--- config.mk ---
export PLATFORM = sky130hd
export DESIGN_NAME = cooperative_task_scheduler_top
export DESIGN_NICKNAME = d
export VERILOG_FILES = /design/src/rtl/cts_pkg.sv /design/src/rtl/cts_alu.sv /design/src/rtl/cooperative_task_scheduler_top.sv
export SDC_FILE = /design/constraint.sdc
export NUM_CORES = 2
export LEC_CHECK = 0
export ABC_AREA = 1
export ABC_CLOCK_PERIOD_IN_PS = 15400
export BUFFER_PORTS_ARGS = -buffer_cell sky130_fd_sc_hd__buf_2
export CAP_MARGIN = 15
export CORE_ASPECT_RATIO = 0.9
export CORE_MARGIN = 5
export CORE_UTILIZATION = 50
export DETAILED_ROUTE_END_ITERATION = 6
export PLACE_DENSITY = 0.66
export SYNTH_ARGS = -nofsm -noshare
export SYNTH_HDL_FRONTEND = slang
export SYNTH_SLANG_ARGS = --single-unit
--- constraint.sdc ---
create_clock -name clk -period 15.4 [get_ports clk]
set_clock_uncertainty 0.1 [all_clocks]
set_input_delay 0 -clock clk [delete_from_list [all_inputs] [get_ports clk]]
set_output_delay 0 -clock clk [all_outputs]
set_load 0.005 [all_outputs]
--- src/rtl/cts_pkg.sv ---
// ----------------------------------------------------------------------------
// cts_pkg
// shared types and constants for the cooperative task scheduler
// ----------------------------------------------------------------------------
package cts_pkg;

	localparam int MaxTasks = 16;
	localparam int IdW = $clog2(MaxTasks);
	localparam int CntW = $clog2(MaxTasks + 1);
	localparam logic [31:0] SingleShot = 32'hFFFF_FFFF;

	typedef enum logic [2:0] {
		OP_TICK = 3'd0, OP_CREATE = 3'd1, OP_SET_STATE = 3'd2, OP_SET_PERIOD = 3'd3,
		OP_DELAY = 3'd4, OP_ALL_OFF = 3'd5, OP_FINISH = 3'd6, OP_NONE = 3'd7
	} op_t;

	typedef enum logic [1:0] {
		ST_OFF = 2'd0, ST_READY = 2'd1, ST_ACTIVE = 2'd2, ST_BLOCKED = 2'd3
	} tstate_t;

	typedef enum logic [2:0] {
		ERR_OK = 3'd0, ERR_FULL = 3'd1, ERR_ID = 3'd2, ERR_ACTIVE = 3'd3, ERR_DELAY = 3'd4
	} err_t;

	typedef enum logic [0:0] { REG_WRAP = 1'b0, REG_MAXP = 1'b1 } reg_t;

	typedef enum logic [2:0] {
		S_IDLE, S_OFF, S_SCAN, S_DISP, S_DONE
	} seq_t;

	typedef struct packed {
		logic [2:0]  operation;
		logic [3:0]  task_id;
		logic [1:0]  new_state;
		logic [31:0] amount;
	} req_t;

	typedef struct packed {
		logic       active_valid;
		logic [3:0] active_task;
		logic       dispatched;
		logic [3:0] created_task;
		logic [2:0] error_code;
	} rsp_t;

	// adder request to the shared unit
	typedef struct packed {
		logic [31:0] a;
		logic [31:0] b;
		logic        sub;
	} alu_req_t;

endpackage

--- src/rtl/cts_alu.sv ---
// ----------------------------------------------------------------------------
// cts_alu
// shared 33-bit add/subtract unit with registered result
// ----------------------------------------------------------------------------
module cts_alu (
	input  logic              clk,
	input  cts_pkg::alu_req_t req,
	output logic [32:0]       res
);
	import cts_pkg::*;

	logic [32:0] res_q;

	always_ff @(posedge clk) begin
		if (req.sub) res_q <= {1'b0, req.a} - {1'b0, req.b};
		else         res_q <= {1'b0, req.a} + {1'b0, req.b};
	end

	assign res = res_q;
endmodule

--- src/rtl/cooperative_task_scheduler_top.sv ---
// ----------------------------------------------------------------------------
// cooperative_task_scheduler_top
// fixed-priority cooperative periodic task scheduler
// ----------------------------------------------------------------------------
// usage
//   command channel: req is taken at a clock edge with start high and busy low
//   busy rises the cycle after the transfer and stays high until the result
//   each command gives one result, shown on rsp for one cycle with done high;
//   the receiver cannot stall, so a result is simply presented once
//   config: cfg_we writes cfg_idx/cfg_data at once; user writes only while idle
// sequence of each command, from acceptance to its result
//   create, set state, set period, unknown op: straight from idle to the result
//   delayed start: two passes through the shared adder
//   all off: a walk over the task table, turning every task off
//   tick and finish: a scan over the task table, plus a dispatch pass through
//   the shared adder when a task is dispatched
//   finish with no task active: the scan ends before walking the table
//   the next command can be taken in the cycle after the result
//   the scan walks the task table one entry a cycle,
//   with one shared 33-bit adder doing every next-start sum
// reset
//   arst_n clears task count, tick counter, active task and the sequencer;
//   the task table itself is not cleared, entries are written by create
// ----------------------------------------------------------------------------
module cooperative_task_scheduler_top (
	input  logic          clk,
	input  logic          arst_n,
	input  logic          start,
	output logic          busy,
	input  cts_pkg::req_t req,
	output logic          done,
	output cts_pkg::rsp_t rsp,
	input  logic          cfg_we,
	input  logic          cfg_idx,
	input  logic [31:0]   cfg_data
);
	import cts_pkg::*;

	// task table memories
	logic [1:0]  state_mem [MaxTasks];
	logic [31:0] period_mem [MaxTasks];
	logic [31:0] next_mem [MaxTasks];

	logic [31:0] wrap_q, maxp_q, tick_q;
	logic [CntW-1:0] count_q;
	logic cur_v_q;
	logic [IdW-1:0] cur_q;

	seq_t st_q, st_d;
	req_t req_q;
	logic [CntW-1:0] idx_q;      // scan pointer
	logic [2:0] ph_q;            // sub step within a state
	logic have_act_q, have_rdy_q;
	logic [IdW-1:0] rdy_q;
	logic disp_q;
	err_t err_q;
	logic [IdW-1:0] created_q;
	logic [32:0] tmp_q;          // holds an intermediate sum with its carry

	alu_req_t alu_req;
	logic [32:0] alu_res;

	cts_alu u_alu (.clk(clk), .req(alu_req), .res(alu_res));

	logic [IdW-1:0] idx_w;
	assign idx_w = idx_q[IdW-1:0];

	// scan entry view, read combinationally from a small table at the scan pointer
	logic [1:0]  e_st;
	logic [31:0] e_per, e_nx;
	assign e_st  = state_mem[idx_w];
	assign e_per = period_mem[idx_w];
	assign e_nx  = next_mem[idx_w];

	logic [1:0] e_st_new;
	always_comb begin
		e_st_new = e_st;
		if (e_st == ST_BLOCKED && e_nx <= tick_q) begin
			if (!(e_nx < e_per && !(tick_q < e_per))) e_st_new = ST_READY;
		end
	end

	// next state
	always_comb begin
		st_d = st_q;
		unique case (st_q)
			S_IDLE: if (start) st_d = (req.operation == OP_ALL_OFF) ? S_OFF :
				(req.operation == OP_TICK || req.operation == OP_FINISH) ? S_SCAN :
				(req.operation == OP_DELAY) ? S_DISP : S_DONE;
			S_OFF: if (idx_q >= count_q) st_d = S_DONE;
			S_SCAN: begin
				if (ph_q != 3'd0 && idx_q >= count_q)
					st_d = (have_act_q || !have_rdy_q) ? S_DONE : S_DISP;
				if (ph_q == 3'd0 && req_q.operation == OP_FINISH && !cur_v_q) st_d = S_DONE;
			end
			S_DISP: if (ph_q == 3'd3) st_d = S_DONE;
			S_DONE: st_d = S_IDLE;
			default: st_d = S_IDLE;
		endcase
	end

	// shared adder operands
	always_comb begin
		alu_req = '{a: tick_q, b: req_q.amount, sub: 1'b0};
		if (req_q.operation == OP_DELAY) begin
			if (ph_q == 3'd0) alu_req = '{a: tick_q, b: req_q.amount, sub: 1'b0};
			else              alu_req = '{a: alu_res[31:0], b: wrap_q, sub: 1'b1};
		end else begin
			if (ph_q == 3'd0)      alu_req = '{a: tick_q, b: period_mem[rdy_q], sub: 1'b0};
			else if (ph_q == 3'd1) alu_req = '{a: wrap_q, b: tick_q, sub: 1'b1};
			else                   alu_req = '{a: period_mem[rdy_q], b: alu_res[31:0], sub: 1'b1};
		end
	end

	// outputs
	always_comb begin
		busy = (st_q != S_IDLE);
		done = (st_q == S_DONE);
		rsp.active_valid = cur_v_q;
		rsp.active_task  = cur_v_q ? 4'(cur_q) : 4'd0;
		rsp.dispatched   = disp_q;
		rsp.created_task = 4'(created_q);
		rsp.error_code   = err_q;
	end

	always_ff @(posedge clk or negedge arst_n) begin
		if (!arst_n) begin
			st_q <= S_IDLE;
			wrap_q <= 32'd2147483647;
			maxp_q <= 32'd2147483647;
			tick_q <= '0;
			count_q <= '0;
			cur_v_q <= 1'b0;
			cur_q <= '0;
		end else begin
			st_q <= st_d;
			if (cfg_we) begin
				if (cfg_idx == REG_WRAP) wrap_q <= cfg_data;
				else maxp_q <= cfg_data;
			end
			if (st_q == S_IDLE && start && req.operation == OP_TICK)
				tick_q <= (tick_q < wrap_q) ? tick_q + 32'd1 : 32'd0;
			if (st_q == S_IDLE && start && req.operation == OP_CREATE &&
					!(req.amount > maxp_q && req.amount != SingleShot) &&
					count_q < CntW'(MaxTasks))
				count_q <= count_q + 1'b1;
			if (st_q == S_SCAN && ph_q != 3'd0 && idx_q >= count_q && !have_act_q) begin
				cur_v_q <= have_rdy_q;
				cur_q <= have_rdy_q ? rdy_q : '0;
			end
		end
	end

	// sequencer datapath and table
	always_ff @(posedge clk) begin
		unique case (st_q)
			S_IDLE: begin
				req_q <= req;
				idx_q <= '0;
				ph_q <= '0;
				have_act_q <= 1'b0;
				have_rdy_q <= 1'b0;
				rdy_q <= '0;
				disp_q <= 1'b0;
				err_q <= ERR_OK;
				created_q <= '0;
				if (start) begin
					unique case (req.operation)
						OP_CREATE: begin
							if ((req.amount > maxp_q && req.amount != SingleShot) ||
									count_q >= CntW'(MaxTasks))
								err_q <= ERR_FULL;
							else begin
								created_q <= count_q[IdW-1:0];
								state_mem[count_q[IdW-1:0]] <= ST_READY;
								period_mem[count_q[IdW-1:0]] <= req.amount;
								next_mem[count_q[IdW-1:0]] <= '0;
							end
						end
						OP_SET_STATE: begin
							if (req.new_state == ST_ACTIVE) err_q <= ERR_ACTIVE;
							else if (CntW'(req.task_id) >= count_q) err_q <= ERR_ID;
							else state_mem[req.task_id[IdW-1:0]] <= req.new_state;
						end
						OP_SET_PERIOD: begin
							if (CntW'(req.task_id) >= count_q) err_q <= ERR_ID;
							else period_mem[req.task_id[IdW-1:0]] <= req.amount;
						end
						OP_DELAY: begin
							if (CntW'(req.task_id) >= count_q) err_q <= ERR_ID;
							else if (req.amount >= SingleShot - wrap_q) err_q <= ERR_DELAY;
						end
						default: ;
					endcase
				end
			end
			S_OFF: begin
				if (idx_q < count_q) state_mem[idx_w] <= ST_OFF;
				idx_q <= idx_q + 1'b1;
			end
			S_SCAN: begin
				if (ph_q == 3'd0) begin
					// finish: demote the active task first
					ph_q <= 3'd1;
					if (req_q.operation == OP_FINISH && cur_v_q &&
							state_mem[cur_q] == ST_ACTIVE)
						state_mem[cur_q] <= ST_BLOCKED;
				end else if (idx_q < count_q) begin
					state_mem[idx_w] <= e_st_new;
					if (e_st_new == ST_ACTIVE) have_act_q <= 1'b1;
					if (!have_rdy_q && e_st_new == ST_READY) begin
						have_rdy_q <= 1'b1;
						rdy_q <= idx_w;
					end
					idx_q <= idx_q + 1'b1;
				end else
					ph_q <= 3'd0;
			end
			S_DISP: begin
				ph_q <= ph_q + 1'b1;
				if (req_q.operation == OP_DELAY) begin
					// phase 0 forms tick+delay, phase 1 has it, phase 2 has it-wrap
					// past the limit when the sum carried or its low word exceeds wrap
					if (ph_q == 3'd1) tmp_q <= alu_res;
					if (ph_q == 3'd2) begin
						if (err_q == ERR_OK) begin
							next_mem[req_q.task_id[IdW-1:0]] <=
								(tmp_q[32] || (!alu_res[32] && alu_res[31:0] != 32'd0)) ?
								alu_res[31:0] : tmp_q[31:0];
							if (state_mem[req_q.task_id[IdW-1:0]] == ST_OFF)
								state_mem[req_q.task_id[IdW-1:0]] <= ST_BLOCKED;
						end
					end
				end else begin
					// phase 1: tick+period, phase 2: wrap-tick, phase 3: period-(wrap-tick)
					if (ph_q == 3'd1) tmp_q <= alu_res;
					if (ph_q == 3'd3) begin
						disp_q <= 1'b1;
						state_mem[rdy_q] <= ST_ACTIVE;
						if (period_mem[rdy_q] == SingleShot) next_mem[rdy_q] <= SingleShot;
						else if (tmp_q <= {1'b0, wrap_q})
							next_mem[rdy_q] <= tmp_q[31:0];
						else next_mem[rdy_q] <= alu_res[31:0];
					end
				end
			end
			S_DONE: ;
			default: ;
		endcase
	end
endmodule

==> metrics.cfg <==
[global_routing]
grt_pass1_wl_um=328900
antenna_found_initial=3
grt_use_met3=0.05376
grt_pass1_vias=51400
grt_usage=0.3033
grt_max_degree=216
grt_use_met2=0.4685
grt-ovfl-total=0
use_met1=0.4304
busiest_layer=met2

[min_path]
min_path_type=primary input to register
hp-start=req[37]

[status]
violations=design-rule violations
outcome=finished with violations

[critical_path]
start_kind=register
cp_num_buf_inv=4
crit_arrival_ns=7.55
r2r-end=u_alu.res[26]
endpoint=u_alu.res[26]
rrSetupSlack_ns=8.39
required_ns=15.94
cp_top_family=compound AO/OA/AOI/OAI gates
cp.depth=28
crit_path_end_kind=register
cp_slowest_cell=dfxtp_4
crit_type=register to register
slowest_delay_ns=0.77
critPathMaxFanout=66
crit_top_cell=nand2_1
r2r_cells=28

[floorplanning]
die_x_um=397.7
dieArea_mm2=0.1428
start_util=0.5017
ioPinCount=93
rows=128
core_mm2=0.1348
die_h_um=359.0

[drt]
vias=54840
first_iter_violations=7098
routed_wl_um=222400
wl_per_cell_um=24.94
drc=1
postRouteAntennaNets=0
vias_per_cell=6.150
drt_pass1_iterations=7

[pwr]
ir_drop_mv=0.2319
power_density_mw_per_mm2=204.5
power_frac_seq=0.294
power.internal_mw=8.481
leakage_nw=29.39
p_clk_frac=0.219
power.share.combinational=0.487
p_sw_frac=0.4499
switching_power_mw=6.935

[clocking]
cts_tree=done
path_clk_slew_ns=0.06
clkSinkCount=1304
root_buffer=clkbuf_16
post_cts_buffers=0
h-tree-depth=4
ctsResizeCount=0
cts_buffers=140
clk_path_buf_depth=3
hold_buffers=115
clkLatencyLatePin_ns=0.78

[placed_design]
numPortBuffers=92
place_congestion=0.9667
placedCellCount=8543
hpwl_um=138500

[yosys]
synth.distinct_cells=68
synth-main-ff-cell=edfxtp_1
ys_seq_area_frac=0.5653
postSynthCellCount=6952
async_flop_share=0.08359
yosysWarnings=0
syn_nets=7303
syn_area_per_cell_um2=9.731
syn_area_mm2=0.06765
synth-edff-count=1150
ys_seq_elements=1304

[cells_and_area]
syn_to_final_growth_pct=11.45
fill_cells=11670
drive_gt1_frac=0.07834
diodes=0
fin_cells=8917
nets=7334

[sta]
fin_crit_sh=0.4553
period_minus_slack_ns=7.012
fmaxAchievable_mhz=142.6
rsz0062_at_grt=no
setup_viol=0
tns_ns=0
relSlewSlack=0.1887
hold_viol=0
worstMarginPinSlew_ns=1.206
finalMaxSlewViolations=0

[flow_run]
drv_cap=0

power by group through the flow:
stage	logic, mW	registers, mW	clock network (mW)
finish	7.50	4.54	3.38
global route	8.28	4.55	3.55
CTS	7.35	4.53	3.41
detailed placement	7.29	4.60	0
global placement	7.22	4.60	0
floorplan	5.29	4.35	0
sequential cells by signal, indices dropped and copies added, names as in the netlist, 33 cells and up, named ones only:
register	count
req_q	39
tmp_q	33
next_mem	512
u_alu.res	33
period_mem	512
synthesized netlist by cell type (47+ instances only):
| library cell | number | area, um2 |
|---|---|---|
| o21ai_0 | 1057 | 5290 |
| o221ai_1 | 152 | 1331 |
| nor2_1 | 640 | 2402 |
| nand4_1 | 63 | 394.1 |
| a21oi_1 | 553 | 2768 |
| dfstp_2 | 62 | 1629 |
| edfxtp_1 | 1150 | 34530 |
| ha_1 | 272 | 3403 |
| nand3_1 | 344 | 1722 |
| o211ai_1 | 164 | 1231 |
| o21ai_1 | 71 | 355.3 |
| dfrtp_1 | 47 | 1176 |
| clkbuf_1 | 274 | 1028 |
| nand2_1 | 844 | 3168 |
| xor2_1 | 61 | 534.3 |
| o22ai_1 | 63 | 394.1 |
| inv_1 | 698 | 2620 |
| buf_2 | 72 | 360.4 |
cells in the final DEF, fill, tap and decap left out, types with 37 or more instances in the layout:
| cell type | Yosys | final |
|---|---|---|
| nand4_1 | 63 | 63 |
| o221ai_1 | 152 | 152 |
| buf_4 | 19 | 92 |
| dfxtp_1 | 45 | 37 |
| clkbuf_16 | 0 | 147 |
| nand2_1 | 844 | 840 |
| nand3_1 | 344 | 344 |
| o21ai_1 | 71 | 70 |
| nor2_1 | 640 | 610 |
| o22ai_1 | 63 | 63 |
| dfstp_2 | 62 | 62 |
| inv_1 | 698 | 694 |
| edfxtp_1 | 1150 | 1150 |
| buf_2 | 72 | 91 |
| dfrtp_1 | 47 | 47 |
| xor2_1 | 61 | 61 |
| ha_1 | 272 | 272 |
| dlygate4sd3_1 | 0 | 114 |
| o21ai_0 | 1057 | 1057 |
| a21oi_1 | 553 | 553 |
| o211ai_1 | 164 | 164 |
per-layer routing:
layer | wire length [um] | vias to the layer above | share of wire
met3 | 22110 | 485 | 0.099
met2 | 99630 | 2967 | 0.45
li1 | - | 24890 | -
met4 | 8942 | 2 | 0.040
met1 | 91650 | 26490 | 0.41
met5 | 13 | - | 0.000058
through the flow:
stage	area (um2)	power [mW]	util	worst slack (ns)	hold slack, ns
3_5_place_dp	69570	11.89	0.5159	8.668	-0.003001
5_1_grt	75390	16.38	0.5591	7.939	0.06693
2_1_floorplan	67650	9.638	-	10.10	-0.3956
4_1_cts	75320	15.29	0.5585	8.653	0.004581
3_3_place_gp	69570	11.81	0.5159	8.777	0.0002371
6_report	75390	15.42	0.5591	8.388	0.06253
tightest hold or removal path, cell delays in order:
cell           delay [ns]
dlygate4sd3_1        0.53
buf_2                0.13
inv_1                0.07
o21ai_0              0.17
worst min-delay path by stage:
stage                             to  cells after the start
after floorplan           count_q[0]                      0
after global placement    count_q[4]                      1
after detailed placement  count_q[4]                      1
after CTS                 wrap_q[19]                      4
after global routing       wrap_q[7]                      4
final                       register                      4
area by class of cell:
type,count,area (um2),share of cell area
inverters,709,2678,0.03551
repair buffers,305,2470,0.03276
multi-input cells,4523,25130,0.3333
clock inverters,68,673.1,0.008928
well taps,1820,2277,0.03020
flip-flops and latches,1304,38270,0.5076
clock buffers,188,3902,0.05176
cell families (layout without fill, tap and decap cells):
kind of cell / Yosys count / count (layout) / share of synthesized area
simple gates: 1985 / 1985 / 0.1230
buf+inv: 1125 / 1270 / 0.06742
xor+xnor: 83 / 83 / 0.01075
compound gates: 2175 / 2175 / 0.1819
flops: 1304 / 1304 / 0.5653
fa+ha+maj: 273 / 273 / 0.05060
mux: 7 / 7 / 0.001036
Power figures use the tool's default switching activity.
